<file path="src/sv/gmlr_pkg.sv">
// Shared types, constants and table-building functions for the grid log-ratio estimator.
// Depends on nothing; every other file of the block refers to it by scoped names.
`default_nettype none

package gmlr_pkg;

  localparam int unsigned GRID_POINTS_DEF = 256;

  // Configuration register file
  localparam int CFG_DATA_W = 32;
  localparam int CFG_IDX_W  = 2;

  typedef enum logic [CFG_IDX_W-1:0] {
    CFG_PRIOR_VAR  = 2'd0,
    CFG_NOISE_VAR  = 2'd1,
    CFG_PRIOR_MEAN = 2'd2
  } cfg_reg_t;

  localparam logic [31:0] PRIOR_VAR_RST  = 32'd32768;
  localparam logic [31:0] NOISE_VAR_RST  = 32'd32768;
  localparam logic [15:0] PRIOR_MEAN_RST = 16'd0;

  // Datapath widths
  localparam int COST_W = 48;
  localparam int E_W    = 38;
  localparam int G_W    = 38;
  localparam int H_W    = 60;
  localparam int T1_W   = 40;
  localparam int R_OUT_W = 15;
  localparam int IDX_OUT_W = 8;

  localparam longint unsigned Q31_ONE = 64'h0000_0000_8000_0000;

  typedef struct packed {
    logic valid;
    logic first;
    logic last;
  } ctl_t;

  typedef struct packed {
    logic signed [15:0] r;
    logic [31:0]        z;
    logic [31:0]        inv;
    logic [31:0]        hl;
  } grid_entry_t;

  // Restoring long division, used only while the tables are elaborated.
  function automatic longint unsigned udiv(input longint unsigned num,
                                           input longint unsigned den);
    longint unsigned quo;
    longint unsigned rem;
    quo = 64'd0;
    rem = 64'd0;
    for (int b = 63; b >= 0; b--) begin
      rem = {rem[62:0], num[b]};
      quo = {quo[62:0], 1'b0};
      if (rem >= den) begin
        rem    = rem - den;
        quo[0] = 1'b1;
      end
    end
    return quo;
  endfunction

  function automatic longint unsigned q31_mul(input longint unsigned a,
                                              input longint unsigned b);
    return (a * b + (64'd1 << 30)) >> 31;
  endfunction

  // exp(-a/4096) in Q1.31
  function automatic longint unsigned exp_neg_q31(input longint unsigned a);
    longint unsigned t;
    longint unsigned sum;
    longint unsigned term;
    t    = a << 15;
    sum  = Q31_ONE;
    term = Q31_ONE;
    for (int n = 1; n <= 12; n++) begin
      term = q31_mul(term, t);
      term = udiv(term + longint'(n >> 1), longint'(n));
      if ((n & 1) != 0) begin
        sum = sum - term;
      end else begin
        sum = sum + term;
      end
    end
    for (int sq = 0; sq < 4; sq++) begin
      sum = q31_mul(sum, sum);
    end
    return sum;
  endfunction

  // 0.5*ln(1 + y/2^31) in Q31
  function automatic longint unsigned half_ln1p_q31(input longint unsigned y);
    longint unsigned den;
    longint unsigned w;
    longint unsigned w2;
    longint unsigned term;
    longint unsigned sum;
    den  = (64'd1 << 32) + y;
    w    = udiv((y << 31) + (den >> 1), den);
    w2   = q31_mul(w, w);
    term = w;
    sum  = 64'd0;
    for (int k = 1; k <= 21; k += 2) begin
      sum  = sum + udiv(term + longint'(k >> 1), longint'(k));
      term = q31_mul(term, w2);
    end
    return sum;
  endfunction

  function automatic grid_entry_t grid_entry(input int i, input int n);
    int              k;
    longint unsigned ak;
    longint unsigned mag;
    longint unsigned q;
    longint unsigned q2;
    longint unsigned s;
    longint unsigned hl;
    longint unsigned z;
    longint unsigned inv;
    grid_entry_t     e;
    k   = i - (n >> 1);
    ak  = (k < 0) ? longint'(-k) : longint'(k);
    mag = udiv(ak * 64'd32768 + longint'(n >> 1), longint'(n));
    q   = exp_neg_q31(mag);
    q2  = q31_mul(q, q);
    s   = Q31_ONE + q2;
    hl  = (half_ln1p_q31(q2) + (64'd1 << 14)) >> 15;
    if (k >= 0) begin
      z   = udiv((64'd1 << 47) + (q >> 1), q);
      inv = udiv((q2 << 31) + (s >> 1), s);
      hl  = hl + (mag << 4);
      e.r = mag[15:0];
    end else begin
      z   = (q + (64'd1 << 14)) >> 15;
      inv = udiv((64'd1 << 62) + (s >> 1), s);
      e.r = -mag[15:0];
    end
    e.z   = z[31:0];
    e.inv = inv[31:0];
    e.hl  = hl[31:0];
    return e;
  endfunction

endpackage

`default_nettype wire

</file>
<file path="src/sv/gmlr_min_select.sv">
// Running minimum over the costs of one request and the result register.
// Depends on gmlr_pkg for the control type and widths.
`default_nettype none

module gmlr_min_select #(
  parameter int GRID_POINTS = gmlr_pkg::GRID_POINTS_DEF,
  parameter int IDX_W       = $clog2(GRID_POINTS)
) (
  input  wire logic                               clk,
  input  wire logic                               rst_n,
  input  wire gmlr_pkg::ctl_t                     pt_ctl,
  input  wire logic [IDX_W-1:0]                   pt_idx,
  input  wire logic [gmlr_pkg::R_OUT_W-1:0]       pt_r,
  input  wire logic [gmlr_pkg::COST_W-1:0]        pt_cost,
  input  wire logic                               out_ready,
  output logic                                    stall,
  output logic                                    out_valid,
  output logic [gmlr_pkg::R_OUT_W-1:0]            out_log_ratio,
  output logic [gmlr_pkg::IDX_OUT_W-1:0]          out_best_index
);

  localparam int OW = gmlr_pkg::IDX_OUT_W;

  logic [gmlr_pkg::COST_W-1:0]  best_cost_r;
  logic [IDX_W-1:0]             best_idx_r;
  logic [gmlr_pkg::R_OUT_W-1:0] best_r_r;
  logic                         out_valid_r;
  logic [gmlr_pkg::R_OUT_W-1:0] out_r_r;
  logic [OW-1:0]                out_idx_r;

  logic                         take;
  logic                         finish;
  logic [IDX_W-1:0]             win_idx;
  logic [IDX_W+OW-1:0]          win_ext;

  // Strict compare keeps the lowest index on equal cost.
  assign take    = pt_ctl.valid && (pt_ctl.first || (pt_cost < best_cost_r));
  assign finish  = pt_ctl.valid && pt_ctl.last;
  assign stall   = finish && out_valid_r && !out_ready;
  assign win_idx = take ? pt_idx : best_idx_r;
  assign win_ext = {{OW{1'b0}}, win_idx};

  always_ff @(posedge clk) begin
    if (!rst_n) begin
      out_valid_r <= 1'b0;
    end else if (finish && !stall) begin
      out_valid_r <= 1'b1;
    end else if (out_ready) begin
      out_valid_r <= 1'b0;
    end
  end

  always_ff @(posedge clk) begin
    if (take && !stall) begin
      best_cost_r <= pt_cost;
      best_idx_r  <= pt_idx;
      best_r_r    <= pt_r;
    end
    if (finish && !stall) begin
      out_r_r   <= take ? pt_r : best_r_r;
      out_idx_r <= win_ext[OW-1:0];
    end
  end

  assign out_valid      = out_valid_r;
  assign out_log_ratio  = out_r_r;
  assign out_best_index = out_idx_r;

  a_stall_holds_best: assert property (@(posedge clk) disable iff (!rst_n)
    stall |=> $stable(best_cost_r) && $stable(best_idx_r))
    else $error("running minimum changed during a stall");

  a_finish_gives_result: assert property (@(posedge clk) disable iff (!rst_n)
    finish && !stall |=> out_valid_r)
    else $error("last grid point did not produce a result");

  a_stall_needs_full: assert property (@(posedge clk) disable iff (!rst_n)
    stall |-> out_valid_r && !out_ready)
    else $error("pipeline held while the result register could take a result");

endmodule

`default_nettype wire

</file>
<file path="config.mk">
export PLATFORM = sky130hd
export DESIGN_NAME = gmlr_min_select
export DESIGN_NICKNAME = d
export VERILOG_FILES = /design/src/sv/gmlr_pkg.sv /design/src/sv/gmlr_min_select.sv
export SDC_FILE = /design/constraint.sdc
export NUM_CORES = 1
export LEC_CHECK = 0
export ABC_CLOCK_PERIOD_IN_PS = 8600
export BUFFER_PORTS_ARGS = -buffer_cell sky130_fd_sc_hd__buf_2
export CORE_ASPECT_RATIO = 0.6
export CORE_MARGIN = 2
export CORE_UTILIZATION = 40
export CTS_CLUSTER_SIZE = 8
export DETAILED_ROUTE_END_ITERATION = 16
export MAX_ROUTING_LAYER = met4
export PLACE_DENSITY = 0.62
export SLEW_MARGIN = 10
export SYNTH_ARGS = -nofsm -noshare
export SYNTH_HDL_FRONTEND = slang
export SYNTH_SLANG_ARGS = --single-unit
</file>
<file path="constraint.sdc">
create_clock -name clk -period 8.6 [get_ports clk]
set_input_delay 1.72 -clock clk [delete_from_list [all_inputs] [get_ports clk]]
set_output_delay 1.72 -clock clk [all_outputs]
set_load 0.02 [all_outputs]
</file>
Word-level counts from Yosys, hierarchy flattened
Cells that the tools add are included.
{"block": "totals", "register_bits": 95, "in_bits": 77, "out_inout_bits": 25}
{"block": "classes", "n_lt_le_gt_ge": 1, "n_mux": 4, "reduce_logical": 10}
{"cell": "$lt A48 B48 Y1", "count": 1}
{"cell": "$mux W15", "count": 1}
{"cell": "$mux W8", "count": 1}
{"cell": "$logic_and A1 B1 Y1", "count": 6}
{"cell": "$logic_not A1 Y1", "count": 2}
{"cell": "$mux W1", "count": 2}
{"cell": "$reduce_bool A2 Y1", "count": 1}
{"cell": "$logic_or A1 B1 Y1", "count": 1}

Longest topological paths before layout
Gate-level depths: netlist of the first run.
{"block": "depth", "ltp_word": 6, "mapped_depth": 9, "ltp_nobuf": 8}

Least setup slack after synthesis of the first run
OpenSTA, ideal clock, no wires.
{"block": "synth_timing", "path_type": "input-to-reg", "start": "in pt_cost[38] (netlist name)", "end": "reg best_cost_r[0] (netlist name), enable pin", "setup_time_ns": 0.509, "arrival_ns": 6.685, "required_time_ns": 8.091, "slack_ns": 1.407, "cell_stages": 8, "cell_sequence": "ha_1 -> a21oi_1 -> nand2_1 -> a221o_1 -> a211o_1 -> a221oi_2 -> buf_6 -> nor2b_1"}
{"block": "synth_between", "elab_chain_cells": 4}
{"item": "start, declared", "line": "gmlr_min_select.sv:14", "source": "input wire logic [gmlr_pkg::COST_W-1:0] pt_cost,"}
{"item": "$lt A48 B48 Y1", "line": "gmlr_min_select.sv:37", "source": "assign take = pt_ctl.valid && (pt_ctl.first || (pt_cost < best_cost_r));"}
{"item": "$logic_or A1 B1 Y1", "line": "gmlr_min_select.sv:37"}
{"item": "$logic_and A1 B1 Y1", "line": "gmlr_min_select.sv:37"}
{"item": "$logic_and A1 B1 Y1", "line": "gmlr_min_select.sv:54", "source": "if (take && !stall) begin"}
{"item": "end signal, assigned", "line": "gmlr_min_select.sv:55", "source": "best_cost_r <= pt_cost;"}
{"item": "end, declared", "line": "gmlr_min_select.sv:24", "source": "logic [gmlr_pkg::COST_W-1:0] best_cost_r;"}
No other way between the ends.
A chain may end at the register's enable or synchronous reset.

Worst setup path in the final report of the first run
{"block": "layout_timing", "start": "in pt_cost[14] (netlist name)", "end": "reg best_cost_r[17] (netlist name), enable pin"}
The elaborated chain is that of the path after synthesis.

==> results of run 1 <==
-- per-stage QoR --
stage / worst slack [ns] / total power, mW
after detailed placement: 3.486 / 0.6967
after global placement: 3.492 / 0.6934
after CTS: 3.838 / 1.060
after global routing: 3.632 / 1.096
final: 3.860 / 1.047
after floorplan: 1.407 / 0.6473
-- worst max-delay path, delay by kind of cell --
kind | cells | cell delay (ns)
buffers and inverters | 2 | 0.73
AND/OR/NAND/NOR | 2 | 0.77
adder cells (fa/ha/maj) | 1 | 0.32
AO/OA/AOI/OAI | 4 | 1.15
-- metal layers --
layer	GRT usage, %	vias to the layer above
li1	-	1317
met1	21.60	1220
met2	20.70	72
met3	3.993	9
met4	4.453	0
met5	-	-
-- synth_stat cells, types with 3 or more instances --
cell type	n	area (um2)
sky130_fd_sc_hd__a21oi_1	18	90.09
sky130_fd_sc_hd__and4_1	3	26.28
sky130_fd_sc_hd__edfxtp_1	94	2823
sky130_fd_sc_hd__ha_1	47	588.1
sky130_fd_sc_hd__inv_1	47	176.4
sky130_fd_sc_hd__mux2_2	21	236.5
sky130_fd_sc_hd__nand2_1	16	60.06
sky130_fd_sc_hd__nand3_1	3	15.01
sky130_fd_sc_hd__nand4_1	3	18.77
sky130_fd_sc_hd__nor2_1	6	22.52
sky130_fd_sc_hd__o21ai_0	8	40.04
-- layout make-up --
class / count / area [um2]
fillers: 944 / 5249
multi-input cells: 151 / 1331
inverters: 47 / 176.4
clock inverters: 5 / 32.53
repair buffers: 103 / 520.5
flip-flops and latches: 95 / 2843
well taps: 139 / 173.9
clock buffers: 11 / 232.7
-- kinds of logic (layout without fill, tap and decap cells) --
kind of cell / count (synthesis) / in the layout / synth area share, %
muxes: 23 / 23 / 5.959
adders and majority gates: 47 / 47 / 13.53
AOI/OAI and AO/OA: 41 / 41 / 5.930
DFF: 95 / 95 / 65.40
buffers and inverters: 49 / 166 / 4.577
and+or+nand+nor: 40 / 40 / 4.606
-- power breakdown --
group	leakage, nW	internal (mW)	switching (mW)
Combinational	1.29	0.0554	0.0737
Sequential	0.905	0.549	0.00713
Clock	0.134	0.197	0.165
Total	2.33	0.801	0.246
-- path summary, 6_finish.rpt --
path,slack [ns],startpoint,endpoint,cells after the start
worst max-delay path,3.86,pt_cost[14],best_cost_r[17],9
worst min register to register,0.53,best_r_r[4],out_log_ratio[4],1
worst max register to register,5.01,best_cost_r[9],best_cost_r[17],9
worst min-delay path,0.53,best_r_r[4],out_log_ratio[4],1
-- state kept, by name, summed over array words and instances, names as in the netlist --
name	count
best_cost_r	48
best_r_r	15
out_log_ratio	15
best_idx_r	8
out_best_index	8
out_valid	1
==> reports/qor.txt, run 1 <==
WORST SETUP PATH
------------------------------------------------------------------------------
Launching element type of the critical path                       primary input
Required time of the critical path                                     8.56 ns
Slowest-stage cell, CP                                            sky130_fd_sc_hd__nor2b_4
Cell-by-cell listing of the critical path                         buf_2 -> ha_1 -> a21oi_1 -> nand2_1 -> a221oi_1 -> o221ai_1 -> a221oi_4 -> nor2b_4 -> buf_4
Endpoint class of the critical path                                  flip-flop
Arrival time worst endpoint                                            4.70 ns
Stage delay of the slowest cell on the critical path                   0.71 ns
Critical path class                                                  in -> reg
Max FO, Critical Path                                                       44

FINISH
------------------------------------------------------------------------------
Non-Filler Cell Area, Final                                           5310 um2
Post-synthesis to final-layout area growth                              22.16%
Ant. Diodes                                                                  0
Most common library cell in the layout ignoring fill and taps     sky130_fd_sc_hd__buf_2
Final core occ                                                          50.29%
Nets                                                                       531
Layout cells sized above 1                                              34.22%
Non-filler cells, final                                                    551
Most frequent cells in the layout                                 101 x sky130_fd_sc_hd__buf_2, 94 x sky130_fd_sc_hd__edfxtp_1, 47 x sky130_fd_sc_hd__inv_1, 47 x sky130_fd_sc_hd__ha_1, 21 x sky130_fd_sc_hd__mux2_2

CLOCK NETWORK
------------------------------------------------------------------------------
Total CTS buffers                                                            9
CTS H-tree lvls                                                              3
Clock-pin transition on the worst setup and hold timing paths          0.07 ns
Clock network latency to the later pin of the worst-skew pair          0.33 ns
Hold_buf cts                                                                 0
Max clock buf depth                                                          2
Clock Sink Count                                                            95
Buffers inserted by post-CTS timing repair                                   0
Clock Tree Root                                                   sky130_fd_sc_hd__clkbuf_16
Total of cells resized after clock tree synthesis                            0
Clock tree from TritonCTS                                                built

YOSYS
------------------------------------------------------------------------------
Total of warnings raised by yosys                                            0
Cell area after technology mapping                                    4347 um2
Leading register cell type out of synthesis                       sky130_fd_sc_hd__edfxtp_1
Number of enable-type register cells in the synthesized netlist             94
Yosys reg bits                                                              95
Count of different cell masters after synthesis                             32
Register area share after synthesis                                     65.40%
Mean cell area of the mapped netlist                                 14.73 um2
Share of synthesized registers carrying an async set or reset               0%
Post-synth net total                                                       419
Number of instances in the synthesized netlist                             295

TIMING
------------------------------------------------------------------------------
Setup TNS after final layout                                              0 ns
Setup-failing EPs final                                                      0
Worst Skew                                                          0.01087 ns
Final worst path period share                                           55.12%
Unrepaired setup endpoints after global routing                          false
Peak clock frequency supported by timing                             211.0 MHz
Relative slew slack                                                     43.28%
Final-report max-slew violation count                                        0
Worst-margin pin slew                                                0.8430 ns
Post-layout minimum cycle time                                        4.740 ns
Final hold violation count                                                   0
Post-route worst hold slack                                          0.5312 ns

ROUTE
------------------------------------------------------------------------------
Total wirelength of the detailed-routed design                         8015 um
Met2 routed WL                                                         3336 um
Routed met1 length                                                     4125 um
Wire length per cell                                                  14.55 um
Total number of vias                                                      2618
Drt pass-1 iters                                                             4
DRC violations left                                                          0
Highest routing layer actually used                                       met4
Drt initial violations                                                     123
Final antenna-violating net count                                            0
Average vias per placed instance                                         4.751
Met3 wire length                                                        470 um

GRT
------------------------------------------------------------------------------
Initial antenna violation count                                              0
Largest net degree at the start of global routing                           45
First-pass GRT wire length                                            13190 um
Via count of the first global-routing pass                                2611
Total global routing track utilization                                  14.97%
Final global-route overflow total                                            0

DIE
------------------------------------------------------------------------------
Die Footprint                                                        11740 um2
Core outline area                                                    10560 um2
# rows                                                                      29
Die W                                                                 138.6 um
Number of primary I/O pins                                                 102
Vertical die dimension                                                84.75 um
Initial Util                                                            41.17%

PLACE
------------------------------------------------------------------------------
Number of input and output port buffers inserted                           101
Placement Cell Area                                                   5040 um2
HPWL after detailed placement                                          6064 um
Placed cell count                                                          535
Routability-driven placement congestion ratio                           0.7439

JOB
------------------------------------------------------------------------------
Max-cap viol count                                                           0

POWER
------------------------------------------------------------------------------
Peak supply drop                                                    0.09363 mV
Leakage component of the power                                        2.326 nW
Power density relative to cell area                               197.2 nW/um2

HOLD PATH
------------------------------------------------------------------------------
Class of the worst hold path                                        reg -> reg

OUTCOME
------------------------------------------------------------------------------
Run status                                                           completed

(Power assumes the default switching activity.)
==> inputs of run 2 (changes only) <==
- ABC_CLOCK_PERIOD_IN_PS: 8600 -> 4500
- clock period: 8.6 -> 4.5 ns (I/O delays scaled with it)
==> reports/qor.txt, run 2 (synthesized netlist as in run 1, its figures left out) <==
WORST SETUP PATH
----------------------------------------------------------------------------
Stage delay of the slowest cell on the critical path                 0.39 ns   -0.32 ns
Endpoint class of the critical path                                flip-flop
Cell-by-cell listing of the critical path                       buf_2 -> ha_1 -> nand4_1 -> nor2_1 -> a221o_1 -> a211o_1 -> a221oi_4 -> buf_4 -> mux2_2
Launching element type of the critical path                     primary input
Slowest-stage cell, CP                                          sky130_fd_sc_hd__mux2_2
Max FO, Critical Path                                                     23   -48%
Required time of the critical path                                   4.59 ns   -3.97 ns
Critical path class                                                in -> reg
Arrival time worst endpoint                                          3.29 ns   -1.41 ns

FINISH
----------------------------------------------------------------------------
Most frequent cells in the layout                               101 x sky130_fd_sc_hd__buf_2, 94 x sky130_fd_sc_hd__edfxtp_1, 47 x sky130_fd_sc_hd__inv_1, 47 x sky130_fd_sc_hd__ha_1, 21 x sky130_fd_sc_hd__mux2_2
Most common library cell in the layout ignoring fill and taps   sky130_fd_sc_hd__buf_2
Multi-input combinational cell area                                 1326 um2   -0.38%
Layout cells sized above 1                                            35.02%   +0.80 points
Largest register FFs                                                      48   unchanged
Final core occ                                                        50.80%   +0.51 points
Non-filler cells, final                                                  553   +0.36%
Largest reg by FF count                                          best_cost_r
Final-layout fill cell count                                             970   +2.8%
Nets                                                                     533   +0.38%
Non-Filler Cell Area, Final                                         5364 um2   +1.0%
Post-synthesis to final-layout area growth                            23.40%
Ant. Diodes                                                                0   unchanged
Combined flip-flop and latch cell area                              2843 um2   unchanged

ROUTE
----------------------------------------------------------------------------
Final antenna-violating net count                                          0   unchanged
Total number of vias                                                    2608   -0.38%
Drt pass-1 iters                                                           4   unchanged
Total wirelength of the detailed-routed design                       8154 um   +1.7%
DRC violations left                                                        0   unchanged
Average vias per placed instance                                       4.716   -0.74%
Drt initial violations                                                   172   +40%
Wire length per cell                                                14.75 um   +1.4%

TIMING
----------------------------------------------------------------------------
Peak clock frequency supported by timing                           311.8 MHz
Post-layout minimum cycle time                                      3.207 ns
Setup TNS after final layout                                            0 ns   unchanged
Setup-failing EPs final                                                    0   unchanged
Final hold violation count                                                 0   unchanged
Worst Skew                                                       0.005670 ns   -0.005196 ns
Final worst-path setup slack                                        1.293 ns   -2.567 ns
Final-report max-slew violation count                                      0   unchanged
Post-route worst hold slack                                        0.5345 ns   +0.003350 ns
Final worst path period share                                         71.27%
Worst-margin pin slew                                              0.7061 ns   -0.1369 ns
Relative slew slack                                                   52.49%   +9.2 points
Unrepaired setup endpoints after global routing                        false

DIE
----------------------------------------------------------------------------
Core outline area                                                  10560 um2   unchanged
Vertical die dimension                                              84.75 um   unchanged
Number of primary I/O pins                                               102   unchanged
# rows                                                                    29   unchanged
Initial Util                                                          41.17%   unchanged
Die W                                                               138.6 um   unchanged
Die Footprint                                                      11740 um2   unchanged

CLOCK NETWORK
----------------------------------------------------------------------------
Total of cells resized after clock tree synthesis                          0   unchanged
Clock tree from TritonCTS                                              built
Hold_buf cts                                                               0   unchanged
CTS H-tree lvls                                                            3   unchanged
Buffers inserted by post-CTS timing repair                                 0   unchanged
Clock network latency to the later pin of the worst-skew pair        0.33 ns   about the same
Max clock buf depth                                                        2   unchanged
Clock Sink Count                                                          95   unchanged
Clock Tree Root                                                 sky130_fd_sc_hd__clkbuf_16
Total CTS buffers                                                          9   unchanged
Clock-pin transition on the worst setup and hold timing paths        0.07 ns   about the same

PLACE
----------------------------------------------------------------------------
Placed cell count                                                        537   +0.37%
Routability-driven placement congestion ratio                         0.7704   +3.6%
Worst setup slack after placement                                  0.9231 ns   -2.563 ns
Number of input and output port buffers inserted                         101   unchanged
Placement Cell Area                                                 5067 um2   +0.55%
HPWL after detailed placement                                        5998 um   -1.1%

POWER
----------------------------------------------------------------------------
Leakage component of the power                                      2.350 nW   +1.0%
Peak supply drop                                                   0.1862 mV   +99%
Power density relative to cell area                             385.6 nW/um2   +96%
Final total power                                                   2.068 mW   +98%

GRT
----------------------------------------------------------------------------
First-pass GRT wire length                                          13120 um   -0.52%
Met2 Resource Use GR                                                  20.70%   unchanged
Grt met1 use                                                          21.51%   -0.088 points
Total global routing track utilization                                14.99%   +0.019 points
Final global-route overflow total                                          0   unchanged
Via count of the first global-routing pass                              2578   -1.3%
Initial antenna violation count                                            0   unchanged
Largest net degree at the start of global routing                         51   +13%
Most Crowded Layer GR                                                   met1
Met3 track utilization from global routing                            4.735%   +0.74 points

OUTCOME
----------------------------------------------------------------------------
Run status                                                         completed

JOB
----------------------------------------------------------------------------
Max-cap viol count                                                         0   unchanged

HOLD PATH
----------------------------------------------------------------------------
Class of the worst hold path                                      reg -> reg

## run 2: path summary, 6_finish.rpt
| path | slack [ns] | depth (start not counted) | endpoint | start |
|---|---|---|---|---|
| setup reg to reg | 1.60 | 9 | out_log_ratio[2] | best_cost_r[38] |
| hold / removal | 0.53 | 1 | out_log_ratio[13] | best_r_r[13] |
| hold reg to reg | 0.53 | 1 | out_log_ratio[13] | best_r_r[13] |
| setup / recovery | 1.29 | 9 | out_log_ratio[2] | pt_cost[38] |
## run 2: routing by layer
metal	vias up	part of all wire, %
li1	1322	-
met1	1212	52
met2	68	41
met3	6	6.2
met4	0	0.83
met5	-	0
## run 2: final cells by class
| type | instances | area share (%) |
|---|---|---|
| multi-input cells | 151 | 24.73 |
| inverters | 47 | 3.289 |
| repair buffers | 105 | 10.22 |
| well taps | 139 | 3.242 |
| clock buffers | 9 | 4.199 |
| clock inverters | 7 | 1.330 |
| flip-flops and latches | 95 | 53.00 |
## run 2: worst max-delay path, delay by kind of cell
| kind | cells | cell delay (ns) |
|---|---|---|
| buffers and inverters | 2 | 0.48 |
| muxes | 1 | 0.39 |
| adders and majority gates | 1 | 0.31 |
| AOI/OAI and AO/OA | 3 | 0.96 |
| and+or+nand+nor | 2 | 0.25 |
## run 2: report_power, final
group | internal [mW] | switching, mW | total, mW
clock network | 0.433 | 0.322 | 0.754
logic | 0.110 | 0.143 | 0.252
registers | 1.05 | 0.0136 | 1.06
total | 1.59 | 0.478 | 2.07
==> inputs of run 3 (changes only) <==
- ABC_CLOCK_PERIOD_IN_PS: 4500 -> 2800
- PLACE_DENSITY: 0.62 -> 0.65
- clock period: 4.5 -> 2.8 ns (I/O delays scaled with it)
==> reports/qor.txt, run 3 (synthesized netlist as in run 1, its figures left out) <==
DIE
----------------------------------------------------------------------------
# rows                                                                    29   unchanged
Initial Util                                                          41.17%   unchanged
Die W                                                               138.6 um   unchanged
Number of primary I/O pins                                               102   unchanged
Vertical die dimension                                              84.75 um   unchanged
Die Footprint                                                      11740 um2   unchanged
Core outline area                                                  10560 um2   unchanged

POWER
----------------------------------------------------------------------------
Net switching fraction of the power                                   24.72%   +1.6 points
Leakage component of the power                                      2.419 nW   +2.9%
Peak supply drop                                                   0.2997 mV   +61%
Power density relative to cell area                             593.3 nW/um2   +54%
Part of the total power dissipated in combinational logic              13.7%   +1.5 points
Final total power                                                   3.344 mW   +62%
Sequential fraction of design power                                    51.0%   -0.3 points
Clock Power Share                                                      35.3%   -1.2 points
Internal power                                                      2.517 mW   +58%
Net switching power figure                                         0.8264 mW   +73%

GRT
----------------------------------------------------------------------------
First-pass GRT wire length                                          13080 um   -0.37%
Largest net degree at the start of global routing                         37   -27%
Total global routing track utilization                                14.64%   -0.35 points
Via count of the first global-routing pass                              2671   +3.6%
Final global-route overflow total                                          0   unchanged
Initial antenna violation count                                            0   unchanged

CLOCK NETWORK
----------------------------------------------------------------------------
Total CTS buffers                                                          9   unchanged
Clock tree from TritonCTS                                              built
Buffers inserted by post-CTS timing repair                                 0   unchanged
Clock network latency to the later pin of the worst-skew pair        0.34 ns   about the same
Clock-pin transition on the worst setup and hold timing paths        0.07 ns   about the same
Clock Tree Root                                                 sky130_fd_sc_hd__clkbuf_16
CTS H-tree lvls                                                            3   unchanged
Max clock buf depth                                                        2   unchanged
Total of cells resized after clock tree synthesis                          0   unchanged
Hold_buf cts                                                               0   unchanged
Clock Sink Count                                                          95   unchanged

TIMING
----------------------------------------------------------------------------
Unrepaired setup endpoints after global routing                         true
Worst-margin pin slew                                              0.5710 ns   -0.1351 ns
Setup-failing EPs final                                                    0   unchanged
Worst Skew                                                       0.008143 ns   +0.002473 ns
Final-report max-slew violation count                                      0   unchanged
Final worst path period share                                         95.97%
Relative slew slack                                                   61.58%   +9.1 points
Final worst-path setup slack                                       0.1130 ns   -1.180 ns
Post-layout minimum cycle time                                      2.687 ns
Post-route worst hold slack                                        0.4084 ns   -0.1261 ns
Peak clock frequency supported by timing                           372.2 MHz
Final hold violation count                                                 0   unchanged

PLACE
----------------------------------------------------------------------------
Routability-driven placement congestion ratio                         0.8083   +4.9%
HPWL after detailed placement                                        5949 um   -0.81%
Number of input and output port buffers inserted                         101   unchanged
Worst setup slack after placement                                 -0.2649 ns   -1.188 ns

ROUTE
----------------------------------------------------------------------------
Wire length per cell                                                14.16 um   -3.9%
Drt pass-1 iters                                                           4   unchanged
Drt initial violations                                                   112   -35%
DRC violations left                                                        0   unchanged
Final antenna-violating net count                                          0   unchanged
Total wirelength of the detailed-routed design                       8031 um   -1.5%
Average vias per placed instance                                       4.734   +0.37%
Total number of vias                                                    2684   +2.9%

WORST SETUP PATH
----------------------------------------------------------------------------
Endpoint class of the critical path                                flip-flop
Max FO, Critical Path                                                     12   -48%
Launching element type of the critical path                        flip-flop
Arrival time worst endpoint                                          2.78 ns   -0.51 ns
Required time of the critical path                                   2.89 ns   -1.70 ns
Critical path class                                               reg -> reg

FINISH
----------------------------------------------------------------------------
Post-synthesis to final-layout area growth                            29.65%
Ant. Diodes                                                                0   unchanged
Largest register FFs                                                      48   unchanged
Most common library cell in the layout ignoring fill and taps   sky130_fd_sc_hd__buf_2
Layout cells sized above 1                                            40.89%   +5.9 points
Most frequent cells in the layout                               101 x sky130_fd_sc_hd__buf_2, 94 x sky130_fd_sc_hd__edfxtp_1, 47 x sky130_fd_sc_hd__inv_1
Nets                                                                     547   +2.6%
Final core occ                                                        53.37%   +2.6 points
Largest reg by FF count                                          best_cost_r

HOLD PATH
----------------------------------------------------------------------------
Class of the worst hold path                                       in -> reg

JOB
----------------------------------------------------------------------------
Max-cap viol count                                                         0   unchanged

OUTCOME
----------------------------------------------------------------------------
Run status                                                         completed

[run 3: cell types whose count changed in the layout (fill, tap and decap cells not counted), sizes merged]
cell    delta
bufinv     -1
inv        +1
buf       +14
[run 3: power by group through the flow]
stage / Sequential [mW] / Clock [mW] / Combinational (mW)
after floorplan: 1.76 / 0 / 0.244
after global placement: 1.73 / 0 / 0.442
after detailed placement: 1.74 / 0 / 0.457
after CTS: 1.71 / 1.22 / 0.461
after global routing: 1.71 / 1.27 / 0.519
final: 1.70 / 1.18 / 0.458
[run 3: through the flow]
stage	setup TNS, ns	instance area [um2]	cells
after CTS	0	5623	567
after floorplan	-59.81	4514	295
after detailed placement	-21.05	5334	551
after global routing	-0.2140	5635	567
after global placement	-19.89	5334	551
final	0	5635	567
[run 3: path summary, 6_finish.rpt]
check	from	endpoint	slack, ns	cells after the start
setup / recovery	best_cost_r[29]	out_best_index[1]	0.11	9
hold / removal	pt_r[6]	best_r_r[6]	0.41	1
setup reg to reg	best_cost_r[29]	out_best_index[1]	0.11	9
hold reg to reg	best_r_r[13]	out_log_ratio[13]	0.54	1
[run 3: cell type report]
cell class | count | area, um2
fillers | 886 | 4923
flip-flops and latches | 95 | 2843
multi-input cells | 151 | 1488
repair buffers | 119 | 665.6
clock buffers | 9 | 225.2
inverters | 47 | 176.4
well taps | 139 | 173.9
clock inverters | 7 | 63.81
[run 3: worst max-delay path: stages, from the launching register on]
cell and delay, ns:
sky130_fd_sc_hd__edfxtp_1 0.36, sky130_fd_sc_hd__inv_1 0.10, sky130_fd_sc_hd__ha_4 0.21, sky130_fd_sc_hd__a21oi_2 0.13, sky130_fd_sc_hd__o21ai_1 0.08, sky130_fd_sc_hd__a221o_1 0.32
sky130_fd_sc_hd__a211o_1 0.27, sky130_fd_sc_hd__a221oi_4 0.34, sky130_fd_sc_hd__buf_4 0.27, sky130_fd_sc_hd__mux2_2 0.35
[run 3: routing by layer]
layer	vias up	wire (um)	global-route usage (%)
met5	-	0	-
met4	0	74	3.803
met3	10	384	4.906
met2	61	3546	21.60
met1	1263	4027	19.55
li1	1350	-	-
